`src/design/pip_queue.sv`:
```
module pip_queue #(
  parameter int WIDTH = 8,
  parameter int DEPTH = 4
) (
  input  logic             clk,
  input  logic             rst,
  input  logic             push_valid,
  output logic             push_ready,
  input  logic [WIDTH-1:0] push_data,
  output logic             pop_valid,
  input  logic             pop_ready,
  output logic [WIDTH-1:0] pop_data
);
  localparam int AW = $clog2(DEPTH);
  localparam int CW = $clog2(DEPTH + 1);

  logic [WIDTH-1:0] mem [DEPTH];
  logic [AW-1:0]    wr_ptr;
  logic [AW-1:0]    rd_ptr;
  logic [CW-1:0]    count;
  logic             push;
  logic             pop;

  assign push_ready = count != CW'(DEPTH);
  assign pop_valid  = count != '0;
  assign pop_data   = mem[rd_ptr];
  assign push       = push_valid && push_ready;
  assign pop        = pop_valid && pop_ready;

  always_ff @(posedge clk) begin
    if (push) begin
      mem[wr_ptr] <= push_data;
    end
  end

  always_ff @(posedge clk) begin
    if (rst) begin
      wr_ptr <= '0;
      rd_ptr <= '0;
      count  <= '0;
    end else begin
      if (push) begin
        wr_ptr <= wr_ptr + AW'(1);
      end
      if (pop) begin
        rd_ptr <= rd_ptr + AW'(1);
      end
      if (push && !pop) begin
        count <= count + CW'(1);
      end else if (pop && !push) begin
        count <= count - CW'(1);
      end
    end
  end
endmodule

```
`config.mk`:
```
export PLATFORM = sky130hd
export DESIGN_NAME = pip_queue
export DESIGN_NICKNAME = d
export VERILOG_FILES = /design/src/design/pip_queue.sv
export SDC_FILE = /design/constraint.sdc
export NUM_CORES = 1
export LEC_CHECK = 0
export ABC_AREA = 0
export BUFFER_PORTS_ARGS = -buffer_cell sky130_fd_sc_hd__buf_2
export CAP_MARGIN = 20
export CORE_ASPECT_RATIO = 0.6
export CORE_MARGIN = 2
export CORE_UTILIZATION = 35
export DETAILED_ROUTE_END_ITERATION = 8
export SETUP_SLACK_MARGIN = 0.2
export SLEW_MARGIN = 25
export SYNTH_ARGS = -nofsm -noshare
export SYNTH_HDL_FRONTEND = slang
export SYNTH_SLANG_ARGS = --single-unit
```
`constraint.sdc`:
```
create_clock -name clk -period 2.4 [get_ports clk]
set_input_delay 0.12 -clock clk [delete_from_list [all_inputs] [get_ports clk]]
set_output_delay 0.12 -clock clk [all_outputs]
set_load 0.02 [all_outputs]
```
## Word-level counts from Yosys, hierarchy flattened

Memory sizes are Yosys's and may differ from the RTL's. A register that Yosys moved wholly into a read port is not among the register bits.
Index checks and enable logic that the tools add are counted.

| storage, ports and cells | value |
|---|---|
| register bits | 7 |
| memory bits (writable) | 32 |
| input port bits | 12 |
| word-level logic and storage cells | 23 |
| memories kept | 1 |

| cells by class | value |
|---|---|
| add/subtract/negate cells | 4 |
| equal/unequal tests | 1 |
| muxes and demuxes | 6 |
| reduce and logical (&&, ||, !) cells | 8 |

Memories:

| memory | depth | width | rd ports | clocked after memory_dff | wr ports | RTL line | source |
|---|---|---|---|---|---|---|---|
| mem | 4 | 8 | 1 | 1 | 1 | 17 | `logic [WIDTH-1:0] mem [DEPTH];` |

Operators by type and width:

| kind | count |
|---|---|
| 3-bit two-way mux | 2 |
| 2-bit by 1-bit adder with 2-bit output (second input constant) | 2 |
| 1-bit logical AND | 4 |
| 2-bit two-way mux | 2 |
| 3-bit by 1-bit adder with 3-bit output (second input constant) | 1 |
| 3-bit inequality test (second input constant) | 1 |
| 3-bit nonzero test | 1 |
| 3-bit by 1-bit subtractor with 3-bit output (second input constant) | 1 |
| 1-bit logical NOT | 2 |
| 1-bit two-way mux | 2 |
| 2-bit nonzero test | 1 |

## Logic depth before layout (Yosys ltp)

| depth | value |
|---|---|
| depth after elaboration | 6 |
| gate-level depth with buffers | 8 |
| gate-level depth less buffers | 8 |

## Least setup slack after synthesis

No wires, ideal clock.

| timing | value |
|---|---|
| path kind | register to register |
| start | register count[0] |
| end | register count[2] |
| library setup time | 70 ps |
| arrival time | 1920 ps |
| data required time | 2330 ps |
| slack | 410 ps |
| cell stages (with the launch flop) | 9 |
| buffers on the path | 0 |
| cells stage by stage | dfxtp_1 -> nor2_2 -> a21boi_4 -> ha_1 -> inv_1 -> fa_1 -> xor2_1 -> or3_1 -> a21oi_1 |

| on the way | value |
|---|---|
| word-level cells in the longest chain between the ends | 5 |

Ends and longest elaborated chain:

| what | RTL line | source |
|---|---|---|
| from (decl) | 20 | `logic [CW-1:0] count;` |
| from (signal assigned) | 49 | `count <= count + CW'(1);` |
| from (signal assigned) | 51 | `count <= count - CW'(1);` |
| 3-bit inequality test (*) | 24 | `assign push_ready = count != CW'(DEPTH);` |
| 1-bit logical AND (*) | 27 | `assign push = push_valid && push_ready;` |
| named net push | 21 | `logic push;` |
| 1-bit logical NOT | 50 | `end else if (pop && !push) begin` |
| 1-bit logical AND | 50 |  |
| 2-bit nonzero test (no source line) | -- |  |

Mark *: on every way through the listed nets, which the timed path passes. The rest lies on a longest branch. The select of a mux whose other input is x is not followed.
A chain may end at the register's enable or synchronous reset.

## Final worst setup path

| timing | value |
|---|---|
| start | register count[1] |
| end | register count[2] |

| on the way | value |
|---|---|
| word-level cells in the longest chain between the ends | 5 |

Ends and longest elaborated chain:

| what |
|---|
| parallel branches: the longest is 5 deep, another holds 3-bit by 1-bit subtractor with 3-bit output |

Several ways; the timed one is not identified. The select of a mux whose other input is x is not followed.

==> results.tsv <==
stage	metric	value	unit
route	vias per cell	4.553	
logic_synthesis	Cell variety after synth	23	
min_path	Hold Path Sink	mem[1][3]$_DFFE_PP_	
route	Post-route DRC	0	
grt	global-route usage over all layers	0.1152	
route	routed vias	815	
layout	NumNets Final	133	
logic_synthesis	area share of the largest cell type after synthesis	0.5867	
sta	endpoints failing setup	0	
sta	hold_ws	0.04236	ns
logic_synthesis	sequential-to-total area share from yosys stat	0.6967	
route	Post-DRT Antenna Nets	0	
grt	vias in the first global route	891	
layout	Layout area overhead	18.87	%
sta	clock skew	0.009203	ns
min_path	hold depth	1	
min_path	HP Class	in -> reg	
sta	Final Hold Fails	0	
place	GPL Wtd Cong	0.7939	
worst_setup_path	CP max FO	6	
worst_setup_path	CP startpoint kind	flip-flop	
worst_setup_path	Reg-to-Reg End	count[2]$_SDFFE_PP0P_	
floorplan	row cnt	19	
worst_setup_path	r2r startpoint	count[1]$_SDFFE_PP0P_	
power_and_ir_drop	VDD IR max	0.0003372	V
clock_network	TritonCTS Sinks	41	
clock_network	Root Buffer	clkbuf_8	
sta	max-slew headroom at the worst pin	0.6116	
run	max_cap viols	0	
place	DP HPWL	1862	um
logic_synthesis	cell taking the most area after synthesis	edfxtp_1	
floorplan	core area	4541	um2
floorplan	die area	5260	um2
worst_setup_path	Arr. time, crit path	2.26	ns
worst_setup_path	critical path endpoint category	flip-flop	
sta	crit path time final	2.044	ns
layout	diodes inserted	0	
route	Final Routed Wirelength	2600	um
clock_network	H-tree depth	2	
power_and_ir_drop	Static Leakage	0.7041	nW
logic_synthesis	Area contributors post-synth	edfxtp_1, dfxtp_1, mux4_2	
clock_network	clock latency on the worst-skew pair	0.29	ns
logic_synthesis	Yosys warnings	0	
sta	RSZ-0062 raised after global routing	no	
layout	Layout Utilization	0.4288	
grt	grt ovf	0	
floorplan	io pins	22	
worst_setup_path	R2R setup slack	0.36	ns
route	Pre-antenna DRT Iters	2	
worst_setup_path	worst path required time	2.61	ns
layout	share of cells above drive strength 1	0.3793	
logic_synthesis	post-synthesis cell count	90	
logic_synthesis	syn nets	108	
logic_synthesis	synthesized flop and latch total	41	
clock_network	Clk pin slew, worst setup/hold paths	0.08	ns
power_and_ir_drop	Pwr Density	1120	nW/um2
floorplan	chip width	92.31	um
outcome	status	complete, no violations	
worst_setup_path	worst-case reg-to-reg path depth	7	
sta	Max Fclk	0.4894	GHz
route	WL/cell	14.53	um
sta	setup TNS	0	ns
logic_synthesis	cell area after synthesis	1638	um2
worst_setup_path	critical path class	reg -> reg	
clock_network	cts hold-fix bufs	0	
grt	antenna violations before repair	0	
clock_network	CTS buffer count	5	
grt	largest net degree at the start of global routing	15	
place	# port buffers	21	
grt	first-pass GRT wire length	4381	um
floorplan	Starting Density	0.3607	
sta	slew of the pin with the lowest slew margin	0.5819	ns
logic_synthesis	Mean Syn Cell Area	18.20	um2
sta	Final Cycle Share	0.8515	
route	initial DRC count	16	
clock_network	TritonCTS clock tree	yes	
min_path	HP Start	push_data[3]	
floorplan	die height	56.99	um
clock_network	CTS Buffer Depth	2	
clock_network	Post CTS Setup Buffer Count	0	
power_and_ir_drop	Tot Pwr	2.181	mW
sta	max-slew violations	0	
-- state kept, by name, summed over array words and instances (netlist names), named ones only --
signal / flops
rd_ptr: 2
count: 3
mem: 32
wr_ptr: 2
-- placed cells by master (no fill, tap or decap) --
cell / count
xor2_1: 4
dfxtp_1: 7
o21ai_0: 1
nand2b_1: 2
dfxtp_2: 2
bufinv_16: 2
nand2_1: 1
mux4_2: 8
a21oi_1: 1
a21boi_4: 1
nor2_2: 1
clkbuf_8: 5
o311ai_1: 1
buf_2: 21
edfxtp_1: 32
mux2i_1: 2
nor2_1: 7
inv_6: 1
or3_1: 1
o31ai_2: 1
or3_2: 1
ha_1: 5
fa_1: 1
and2_1: 4
mux2_4: 1
inv_1: 3
-- power breakdown --
group	internal, mW	switching (mW)
clock	0.418	0.233
sequential	0.876	0.110
combinational	0.258	0.286
-- worst max path at each step --
stage	start	depth (start not counted)	slack [ns]	end
floorplan	count[0]$_SDFFE_PP0P_	8	0.41	count[2]$_SDFFE_PP0P_
detailed placement	count[0]$_SDFFE_PP0P_	8	0.25	count[2]$_SDFFE_PP0P_
finish	count[1]$_SDFFE_PP0P_	7	0.36	count[2]$_SDFFE_PP0P_
global placement	count[0]$_SDFFE_PP0P_	8	0.34	count[2]$_SDFFE_PP0P_
global route	count[1]$_SDFFE_PP0P_	7	0.21	count[2]$_SDFFE_PP0P_
CTS	count[0]$_SDFFE_PP0P_	8	0.23	count[2]$_SDFFE_PP0P_
-- kinds of logic (layout without fill, tap and decap cells) --
| kind of cell | after synthesis | after routing | synth area share |
|---|---|---|---|
| simple gates | 17 | 17 | 0.05348 |
| compound gates | 5 | 5 | 0.03055 |
| mux | 11 | 11 | 0.1314 |
| fa+ha+maj | 6 | 6 | 0.05042 |
| buf+inv | 6 | 32 | 0.01605 |
| flops | 41 | 41 | 0.6967 |
| xor+xnor | 4 | 4 | 0.02139 |
-- cell type report --
| type | instances | area, um2 |
|---|---|---|
| fillers | 430 | 2594 |
| flip-flops and latches | 41 | 1144 |
| multi-input cells | 43 | 470.5 |
| repair buffers | 21 | 105.1 |
| well taps | 63 | 78.83 |
| clock buffers | 5 | 68.82 |
| clock inverters | 3 | 68.82 |
| inverters | 3 | 11.26 |
-- metal layers --
| metal | up-vias | global-route usage | wire length (um) |
|---|---|---|---|
| met4 | 0 | 0.06183 | 14 |
| met3 | 3 | 0.04359 | 119 |
| met2 | 19 | 0.1783 | 1225 |
| met5 | - | 0 | 0 |
| li1 | 389 | - | - |
| met1 | 404 | 0.1425 | 1240 |
-- metrics by stage --
step	cells	cell area, um2	worst slack, ns
2_1_floorplan	90	1638	0.4102
3_3_place_gp	171	1807	0.3439
3_5_place_dp	171	1807	0.2491
4_1_cts	179	1944	0.2335
5_1_grt	179	1947	0.2104
6_report	179	1947	0.3565
-- critical path, stage by stage, from the launching register on --
cell	delay (ns)
dfxtp_2	0.36
o31ai_2	0.33
ha_1	0.24
inv_1	0.06
fa_1	0.37
xor2_1	0.16
or3_1	0.30
a21oi_1	0.15
-- synth_stat cells, drive strengths merged --
| library cell | instances |
|---|---|
| a21boi | 1 |
| a21oi | 1 |
| and2 | 4 |
| buf | 1 |
| clkbuf | 2 |
| dfxtp | 9 |
| edfxtp | 32 |
| fa | 1 |
| ha | 5 |
| inv | 3 |
| mux2 | 1 |
| mux2i | 2 |
| mux4 | 8 |
| nand2 | 1 |
| nand2b | 2 |
| nor2 | 8 |
| o21ai | 1 |
| o311ai | 1 |
| o31ai | 1 |
| or3 | 2 |
| xor2 | 4 |
-- timing repair --
item / 4_1_cts / 5_1_grt
endpoints found under the setup margin: 0 / 1
endpoints found under the hold margin: 0 / 0
gates resized for setup: 0 / 2
Note: power is estimated with default switching activity, not from simulation.
