### src/design/pip_pkg.sv
package pip_pkg;

  typedef enum logic [1:0] {
    ORI_COLLINEAR,
    ORI_CW,
    ORI_CCW
  } orient_t;

  typedef struct packed {
    logic first;
    logic last;
  } job_flags_t;

  typedef struct packed {
    logic hit;
    logic collinear;
    logic on_edge;
  } edge_res_t;

  localparam int QUEUE_DEPTH = 4;

  localparam logic [1:0] TALLY_ONE  = 2'd1;
  localparam logic [1:0] TALLY_FULL = 2'd3;

  function automatic orient_t sign_to_orient(input logic is_zero, input logic is_neg);
    orient_t o;
    if (is_zero) begin
      o = ORI_COLLINEAR;
    end else if (is_neg) begin
      o = ORI_CCW;
    end else begin
      o = ORI_CW;
    end
    return o;
  endfunction

endpackage

### src/design/pip_in_if.sv
interface pip_in_if #(
  parameter int W = 16
);
  logic                valid;
  logic                ready;
  logic signed [W-1:0] point_x;
  logic signed [W-1:0] point_y;
  logic signed [W-1:0] vertex_x;
  logic signed [W-1:0] vertex_y;
  logic                first;
  logic                last;

  modport source (
    output valid, point_x, point_y, vertex_x, vertex_y, first, last,
    input  ready
  );

  modport sink (
    input  valid, point_x, point_y, vertex_x, vertex_y, first, last,
    output ready
  );
endinterface

### src/design/pip_front.sv
module pip_front #(
  parameter int W = 16
) (
  input  logic                                            clk,
  input  logic                                            rst,
  pip_in_if.sink                                          vertices,
  output logic                                            push_valid,
  input  logic                                            push_ready,
  output logic [8*W+$bits(pip_pkg::job_flags_t)-1:0]      push_data
);
  logic signed [W-1:0] query_x;
  logic signed [W-1:0] query_y;
  logic signed [W-1:0] start_x;
  logic signed [W-1:0] start_y;
  logic signed [W-1:0] prev_x;
  logic signed [W-1:0] prev_y;

  logic signed [W-1:0] job_px;
  logic signed [W-1:0] job_py;
  logic signed [W-1:0] job_sx;
  logic signed [W-1:0] job_sy;
  pip_pkg::job_flags_t flags;
  logic                accept;

  assign vertices.ready = push_ready;
  assign push_valid     = vertices.valid;
  assign accept         = vertices.valid && push_ready;

  always_comb begin
    flags.first = vertices.first;
    flags.last  = vertices.last;
    job_px = vertices.first ? vertices.point_x  : query_x;
    job_py = vertices.first ? vertices.point_y  : query_y;
    job_sx = vertices.first ? vertices.vertex_x : start_x;
    job_sy = vertices.first ? vertices.vertex_y : start_y;
  end

  assign push_data = {flags, job_px, job_py, prev_x, prev_y,
                      vertices.vertex_x, vertices.vertex_y, job_sx, job_sy};

  always_ff @(posedge clk) begin
    if (rst) begin
      query_x <= '0;
      query_y <= '0;
      start_x <= '0;
      start_y <= '0;
      prev_x  <= '0;
      prev_y  <= '0;
    end else if (accept) begin
      query_x <= job_px;
      query_y <= job_py;
      start_x <= job_sx;
      start_y <= job_sy;
      prev_x  <= vertices.vertex_x;
      prev_y  <= vertices.vertex_y;
    end
  end
endmodule

### src/flat_wrapper.sv
// flat-port wrapper written by rule: the top's interface ports become plain ports
module pip_front_flat 
#(
  parameter int W = 16
)
  (clk, rst, push_valid, push_ready, push_data, vertices_valid, vertices_point_x, vertices_point_y, vertices_vertex_x, vertices_vertex_y, vertices_first, vertices_last, vertices_ready);
  pip_in_if #(.W(W)) vertices_i ();
  input  logic clk;
  input  logic rst;
  output logic push_valid;
  input  logic push_ready;
  output logic [8*W+$bits(pip_pkg::job_flags_t)-1:0] push_data;
  input wire logic [$bits(vertices_i.valid)-1:0] vertices_valid;
  input wire logic [$bits(vertices_i.point_x)-1:0] vertices_point_x;
  input wire logic [$bits(vertices_i.point_y)-1:0] vertices_point_y;
  input wire logic [$bits(vertices_i.vertex_x)-1:0] vertices_vertex_x;
  input wire logic [$bits(vertices_i.vertex_y)-1:0] vertices_vertex_y;
  input wire logic [$bits(vertices_i.first)-1:0] vertices_first;
  input wire logic [$bits(vertices_i.last)-1:0] vertices_last;
  output wire logic [$bits(vertices_i.ready)-1:0] vertices_ready;
  assign vertices_i.valid = vertices_valid;
  assign vertices_i.point_x = vertices_point_x;
  assign vertices_i.point_y = vertices_point_y;
  assign vertices_i.vertex_x = vertices_vertex_x;
  assign vertices_i.vertex_y = vertices_vertex_y;
  assign vertices_i.first = vertices_first;
  assign vertices_i.last = vertices_last;
  assign vertices_ready = vertices_i.ready;
  pip_front #(.W(W)) u_core (.clk(clk), .rst(rst), .vertices(vertices_i), .push_valid(push_valid), .push_ready(push_ready), .push_data(push_data));
endmodule
### config.mk
export PLATFORM = sky130hd
export DESIGN_NAME = pip_front_flat
export DESIGN_NICKNAME = d
export VERILOG_FILES = /design/src/design/pip_pkg.sv /design/src/design/pip_in_if.sv /design/src/design/pip_front.sv /design/src/flat_wrapper.sv
export SDC_FILE = /design/constraint.sdc
export NUM_CORES = 1
export LEC_CHECK = 0
export BUFFER_PORTS_ARGS = -buffer_cell sky130_fd_sc_hd__buf_2
export CAP_MARGIN = 20
export CORE_UTILIZATION = 35
export CTS_CLUSTER_DIAMETER = 100
export DETAILED_ROUTE_END_ITERATION = 10
export GPL_ROUTABILITY_DRIVEN = 0
export PLACE_DENSITY = 0.59
export SETUP_SLACK_MARGIN = 0.4
export SKIP_CTS_REPAIR_TIMING = 1
export SYNTH_ARGS = -nofsm -noshare
export SYNTH_HDL_FRONTEND = slang
export SYNTH_SLANG_ARGS = --single-unit
export TNS_END_PERCENT = 10
### constraint.sdc
create_clock -name clk -period 0.85 [get_ports clk]
set_input_delay 0.085 -clock clk [delete_from_list [all_inputs] [get_ports clk]]
set_output_delay 0.085 -clock clk [all_outputs]
set_load 0.02 [all_outputs]
# Word-level counts from Yosys, hierarchy flattened
# Cells that the tools add are included.
# W data, S select, Z words.
# word_totals
elab_cells	11
output_inout_bits	132
inputBits	70
ff_bits	96
# op_classes
mux	4
n_reduce_logical	1
# ops
operator	count
$mux W16	4
$logic_and A1 B1 Y1	1

# Depth between registers and ports, before layout
# Gate-level depths: netlist of run 1.
# logic_depth
ltp_word	1
depth_mapped	4
depth_no_buf	2

# Worst setup path after synthesis of run 1
# No wires, ideal clock.
# synth_path
kind	input to output
startpoint	input vertices_first
endpoint	output push_data[0] (netlist bit)
stages	3
required_time_ps	765
slack_ps	-19
arrival_ps	784
path_buffers	2
cell_sequence	buf_4 buf_6 mux2_2
# synth_via
elab_chain_cells	1
# synth_rtl
item	line	source
start, declared	flat_wrapper.sv:18	input wire logic [$bits(vertices_i.first)-1:0] vertices_first;
$mux W16	pip_front.sv:35	job_sy = vertices.first ? vertices.vertex_y : start_y;
end, declared	flat_wrapper.sv:12	output logic [8*W+$bits(pip_pkg::job_flags_t)-1:0] push_data;
# Every way passes these cells.

# Worst setup path after layout of run 1
# layout_path
startpoint	register u_core.query_x[15]
endpoint	output push_data[127] (netlist bit)
# layout_via
elab_chain_cells	1
# layout_rtl
item	line	source
start, declared	pip_front.sv:11	logic signed [W-1:0] query_x;
start signal, assigned	pip_front.sv:50	query_x <= job_px;
$mux W16	pip_front.sv:32	job_px = vertices.first ? vertices.point_x : query_x;
# Every way passes these cells.

==> results.yml, run 1 <==
route:
  drt-total-wl_um: 13210
  avgViaCountPerCell: 4.761
  routed-via-count: 4209
  drc: 0
  ant_nets: 0
  routedWlPerCell_um: 14.94
  drtPass1Iterations: 4
  drtIter0Drc: 114
sta:
  drv_slew: 0
  max_freq_mhz: 854.2
  slew_headroom_pct: 80.25
  hold_viol: 4
  rsz0062_at_grt: "true"
  timing.final.ws_setup_ns: -0.3207
  finalCriticalPeriod_ns: 1.171
  tightestPinTransition_ns: 0.2962
  setup_viol: 96
  skew_ns: 0
  finalCritPeriodShare_pct: 137.7
  hold-worst-slack_ns: -0.01268
placement:
  dp_cells: 865
  port_buffers: 199
  dp_hpwl_um: 8888
  pre_cts_slack_ns: -0.2281
pwr:
  p_total_mw: 12.18
  p_leak_nw: 3.264
  peakVddDrop_mv: 0.8257
  powerDensity_nw_per_um2: 1577
clocking:
  cts_inserted_buffers: 9
  clockBufferDepth: 2
  cts_root_buf: "clkbuf_16"
  cts_tree: "done"
  clock-sinks: 96
  clock_latency_ns: 0.34
  path_clk_slew_ns: 0.07
  cts_max_level: 3
finish:
  fin_util_pct: 51.00
  nets: 761
  area_delta_synth_final_pct: 43.02
  drive_gt1_share_pct: 64.22
  diodes: 0
  fin_cells: 884
outcome:
  violations: "negative hold slack, negative setup slack"
  status: "finished with violations"
logic_synthesis:
  synth_cell_types: 15
  netlist_area_um2: 5401
  avgSynthCellArea_um2: 10.19
  ys_seq_area_share_pct: 35.58
  synth-seq-cells: 96
  synth_nets: 600
  syn_inst: 530
  yosys_warnings: 0
flow_run:
  max_cap_violations: 0
floorplan:
  die_y_um: 126.2
  initial_core_util_pct: 35.66
  core_area_um2: 15150
  die_x_um: 126.2
  io_pins: 202
  placementRows: 45
  die_area_um2: 15930
worst_setup_path:
  path_class: "flip-flop to output pin"
  cp_max_fo: 2
  end_kind: "output pin"
  startpoint_type: "flip-flop"
  cp.required_ns: 0.76
  arrival_ns: 1.09
global_route:
  gr-total-overflow: 0
  first_global_vias: 4022
  grt_pass1_wl_um: 19940
  grt_max_degree: 66
  track_usage_pct: 15.78
  antenna_found_initial: 0
hold_path:
  hold_path_class: "input port to flip-flop"
## Yosys cell counts
| cell type | n | area (µm²) |
|---|---|---|
| clkbuf_2 | 6 | 30.03 |
| a21oi_1 | 32 | 160.2 |
| buf_4 | 42 | 315.3 |
| dfxtp_1 | 96 | 1922 |
| and3_4 | 1 | 11.26 |
| buf_8 | 1 | 15.01 |
| buf_2 | 10 | 50.05 |
| buf_12 | 6 | 120.1 |
| mux2i_1 | 64 | 640.6 |
| a21bo_2 | 32 | 320.3 |
| nand3_1 | 32 | 160.2 |
| buf_6 | 10 | 112.6 |
| mux2_2 | 64 | 720.7 |
| nand2b_1 | 128 | 800.8 |
| clkbuf_1 | 6 | 22.52 |
## flip-flops by register name (all words and copies together) (netlist names)
name / cells
u_core.start_y: 16
u_core.query_x: 16
u_core.query_y: 16
u_core.start_x: 16
u_core.prev_x: 16
u_core.prev_y: 16
## cell type report
cell class	instances	area [µm²]
Clock inverter	3	90.09
Multi-Input combinational cell	353	3054
Fill cell	1345	7421
Tap cell	188	235.2
Sequential cell	96	2014
Clock buffer	13	240.2
Timing Repair Buffer	231	2091
## per-stage QoR
stage	instance area, µm²	setup TNS, ns
6_report	7725	-19.91
5_1_grt	7725	-23.21
3_3_place_gp	6370	-19.55
4_1_cts	6700	-23.78
3_5_place_dp	6370	-22.62
2_1_floorplan	5500	0
## cell families after synthesis
logic type / count (synthesis) / synth area share, %
buffers and inverters: 81 / 12.32
flip-flops: 96 / 35.58
multiplexers: 128 / 25.20
AND/OR/NAND/NOR: 161 / 18.00
AO/OA/AOI/OAI: 64 / 8.895
## per-layer routing
metal  track usage (%)  up-vias  part of all wire [%]
met3             4.333       17                   6.0
met2             25.64      139                    48
li1                  -     2077                     -
met1             19.40     1976                    44
met4             7.229        0                   1.8
met5                 0        -                     0
## final timing paths
| kind | slack (ns) | cells after the start | to | startpoint |
|---|---|---|---|---|
| setup / recovery | -0.32 | 2 | push_data[127] | u_core.query_x[15] |
| hold / removal | -0.01 | 2 | u_core.prev_x[15] | rst |
| setup reg to reg | 0.09 | 2 | u_core.prev_x[14] | u_core.prev_x[14] |
| hold reg to reg | 0.47 | 2 | u_core.start_y[11] | u_core.start_y[11] |
## placed cells by master (no fill, tap or decap)
cell	n
dfxtp_1	22
buf_12	8
mux2i_1	63
clkbuf_16	9
dfxtp_2	74
buf_6	103
buf_2	83
bufinv_16	3
buf_16	2
nand2b_1	127
mux2i_2	1
a21oi_2	31
mux2_4	30
a21oi_1	1
buf_8	5
mux2_2	34
a21bo_2	32
nand2b_4	1
nand3_1	32
buf_4	30
and3_4	1
clkbuf_1	4
## worst max-delay path, cell delays in order, from the launching register on
cell and delay [ns]:
dfxtp_2 0.32, mux2_2 0.26, buf_2 0.16
## power breakdown
part	internal (mW)	total, mW	switching (mW)
clock	2.88	4.58	1.69
sequential	4.70	4.80	0.102
combinational	1.45	2.80	1.35
No activity file was read; power rests on OpenSTA's default activity.
==> run 2, diff against run 1 <==
==> constraint.sdc (replaced) <==
create_clock -name clk -period 1.48 [get_ports clk]
set_input_delay 0.148 -clock clk [delete_from_list [all_inputs] [get_ports clk]]
set_output_delay 0.148 -clock clk [all_outputs]
set_load 0.02 [all_outputs]
==> run 2 against run 1 <==
  * The flow now finishes without violations
  * Highest routed layer unchanged
  * Routed wire length is 1.6% lower
  * Final cell count is 2.0% lower
  * Critical path depth stayed put
  * First-iteration DRC count is 21% higher
  * Global-route usage is 0.71 points lower
  * Utilization is 6.4 points lower
  * Non-clock buffer count is 18 lower
  * Clock skew stayed put
  * Die area stayed put
  * Count of clock-buffer cells in the layout is 1 higher
==> results.yml, run 2 (same netlist as run 1, synthesis figures left out) <==
clocking:
  clock-sinks: 96
  cts_tree: "done"
  cts_inserted_buffers: 9
  clock_latency_ns: 0.33
  clockBufferDepth: 2
  path_clk_slew_ns: 0.07
  cts_root_buf: "clkbuf_16"
  cts_max_level: 3
worst_setup_path:
  arrival_ns: 1.09
  worstReg2RegEnd: "u_core.prev_x[1]"
  path_class: "flip-flop to output pin"
  worstSetupStartpoint: "u_core.query_x[4]"
  critPathMaxStageDelay_ns: 0.33
  startpoint_type: "flip-flop"
  end_kind: "output pin"
  r2r-start: "u_core.prev_x[1]"
  r2r_slack_ns: 0.72
  crit_path_cell_trace: "mux2_2 -> buf_4"
  reg2reg_depth: 2
  crit_path_top_delay_cell: "dfxtp_2"
  cp_max_fo: 2
  cp.required_ns: 1.33
  cp-endpoint: "push_data[116]"
finish:
  most-common-layout-cells: "buf_2, nand2b_1, dfxtp_1"
  diodes: 0
  area_delta_synth_final_pct: 24.95
  fin_util_pct: 44.56
  drive_gt1_share_pct: 51.33
  layout_commonest_cell: "buf_2"
  nets: 743
pwr:
  peakVddDrop_mv: 0.5840
  p_leak_nw: 2.923
  powerDensity_nw_per_um2: 939.0
  p_total_mw: 6.338
sta:
  hold-worst-slack_ns: 0.06902
  slew_headroom_pct: 76.05
  hold_viol: 0
  max_freq_mhz: 808.4
  skew_ns: 0
  rsz0062_at_grt: "true"
  finalSetupTns_ns: 0
  setup_viol: 0
  finalCritPeriodShare_pct: 83.58
  drv_slew: 0
  finalCriticalPeriod_ns: 1.237
  timing.final.ws_setup_ns: 0.2430
  tightestPinTransition_ns: 0.3593
route:
  drt-total-wl_um: 12990
  drc: 0
  drtIter0Drc: 138
  routedWlPerCell_um: 15.00
  routed-via-count: 4117
  ant_nets: 0
  avgViaCountPerCell: 4.754
  drtPass1Iterations: 4
floorplan:
  placementRows: 45
  die_y_um: 126.2
  die_area_um2: 15930
  io_pins: 202
  initial_core_util_pct: 35.66
  core_area_um2: 15150
  die_x_um: 126.2
placement:
  port_buffers: 199
  dp_hpwl_um: 8385
  pre_cts_slack_ns: 0.2220
outcome:
  status: "finished clean"
global_route:
  first_global_vias: 3876
  track_usage_pct: 15.07
  grt_pass1_wl_um: 19340
  antenna_found_initial: 0
  gr-total-overflow: 0
  grt_max_degree: 88
hold_path:
  hold_path_class: "input port to flip-flop"
flow_run:
  max_cap_violations: 0
==> run 2: cell count changes in the layout (fill, tap and decap cells not counted), moves of 25 or more <==
cell,previous run,this run
a21oi_1,1,32
a21oi_2,31,0
buf_2,83,168
buf_4,30,5
buf_6,103,29
dfxtp_1,22,72
dfxtp_2,74,24
==> run 2: final cells by class <==
class                      count  area [µm²]
fill                        1434        8397
multi-input combinational    353        2840
sequential                    96        1952
timing repair buffer         213        1435
clock buffer                  14       274.0
tap                          188       235.2
clock inverter                 2       12.51
==> run 2: metal layers <==
metal,global-route usage (%),vias to the layer above,part of all wire (%)
li1,-,2046,-
met1,18.10,1946,43
met2,26.45,115,52
met3,3.229,10,3.9
met4,5.245,0,1.0
met5,0,-,0
==> run 2: how the worst min path moves through the flow <==
stage | startpoint | endpoint | slack [ns] | cells past startpoint
after global routing | vertices_point_y[0] | u_core.query_y[0] | 0.07 | 3
after floorplan | vertices_vertex_x[0] | u_core.prev_x[0] | 0.29 | 2
after detailed placement | vertices_last | push_data[128] | 0.30 | 0
final | vertices_point_y[14] | u_core.query_y[14] | 0.07 | 3
after CTS | vertices_point_y[14] | u_core.query_y[14] | 0.05 | 3
after global placement | vertices_last | push_data[128] | 0.30 | 0
==> run 2: report_power, final <==
| part | internal (mW) | total, mW | switching [mW] |
|---|---|---|---|
| logic | 0.628 | 1.36 | 0.729 |
| registers | 2.69 | 2.74 | 0.0483 |
| clock network | 1.28 | 2.24 | 0.967 |
| total | 4.59 | 6.34 | 1.74 |
==> run 2: per-stage QoR <==
step                      instances  cell area (µm²)
after global routing            866             6749
after floorplan                 530             5401
after CTS                       862             6419
final                           866             6749
after detailed placement        846             6132
after global placement          846             6132
==> run 2: worst max-delay path: cells and delay by family, from the launching register on <==
family                 cells  cell delay (ns)
DFF                        1             0.33
muxes                      1             0.26
buffers and inverters      1             0.16
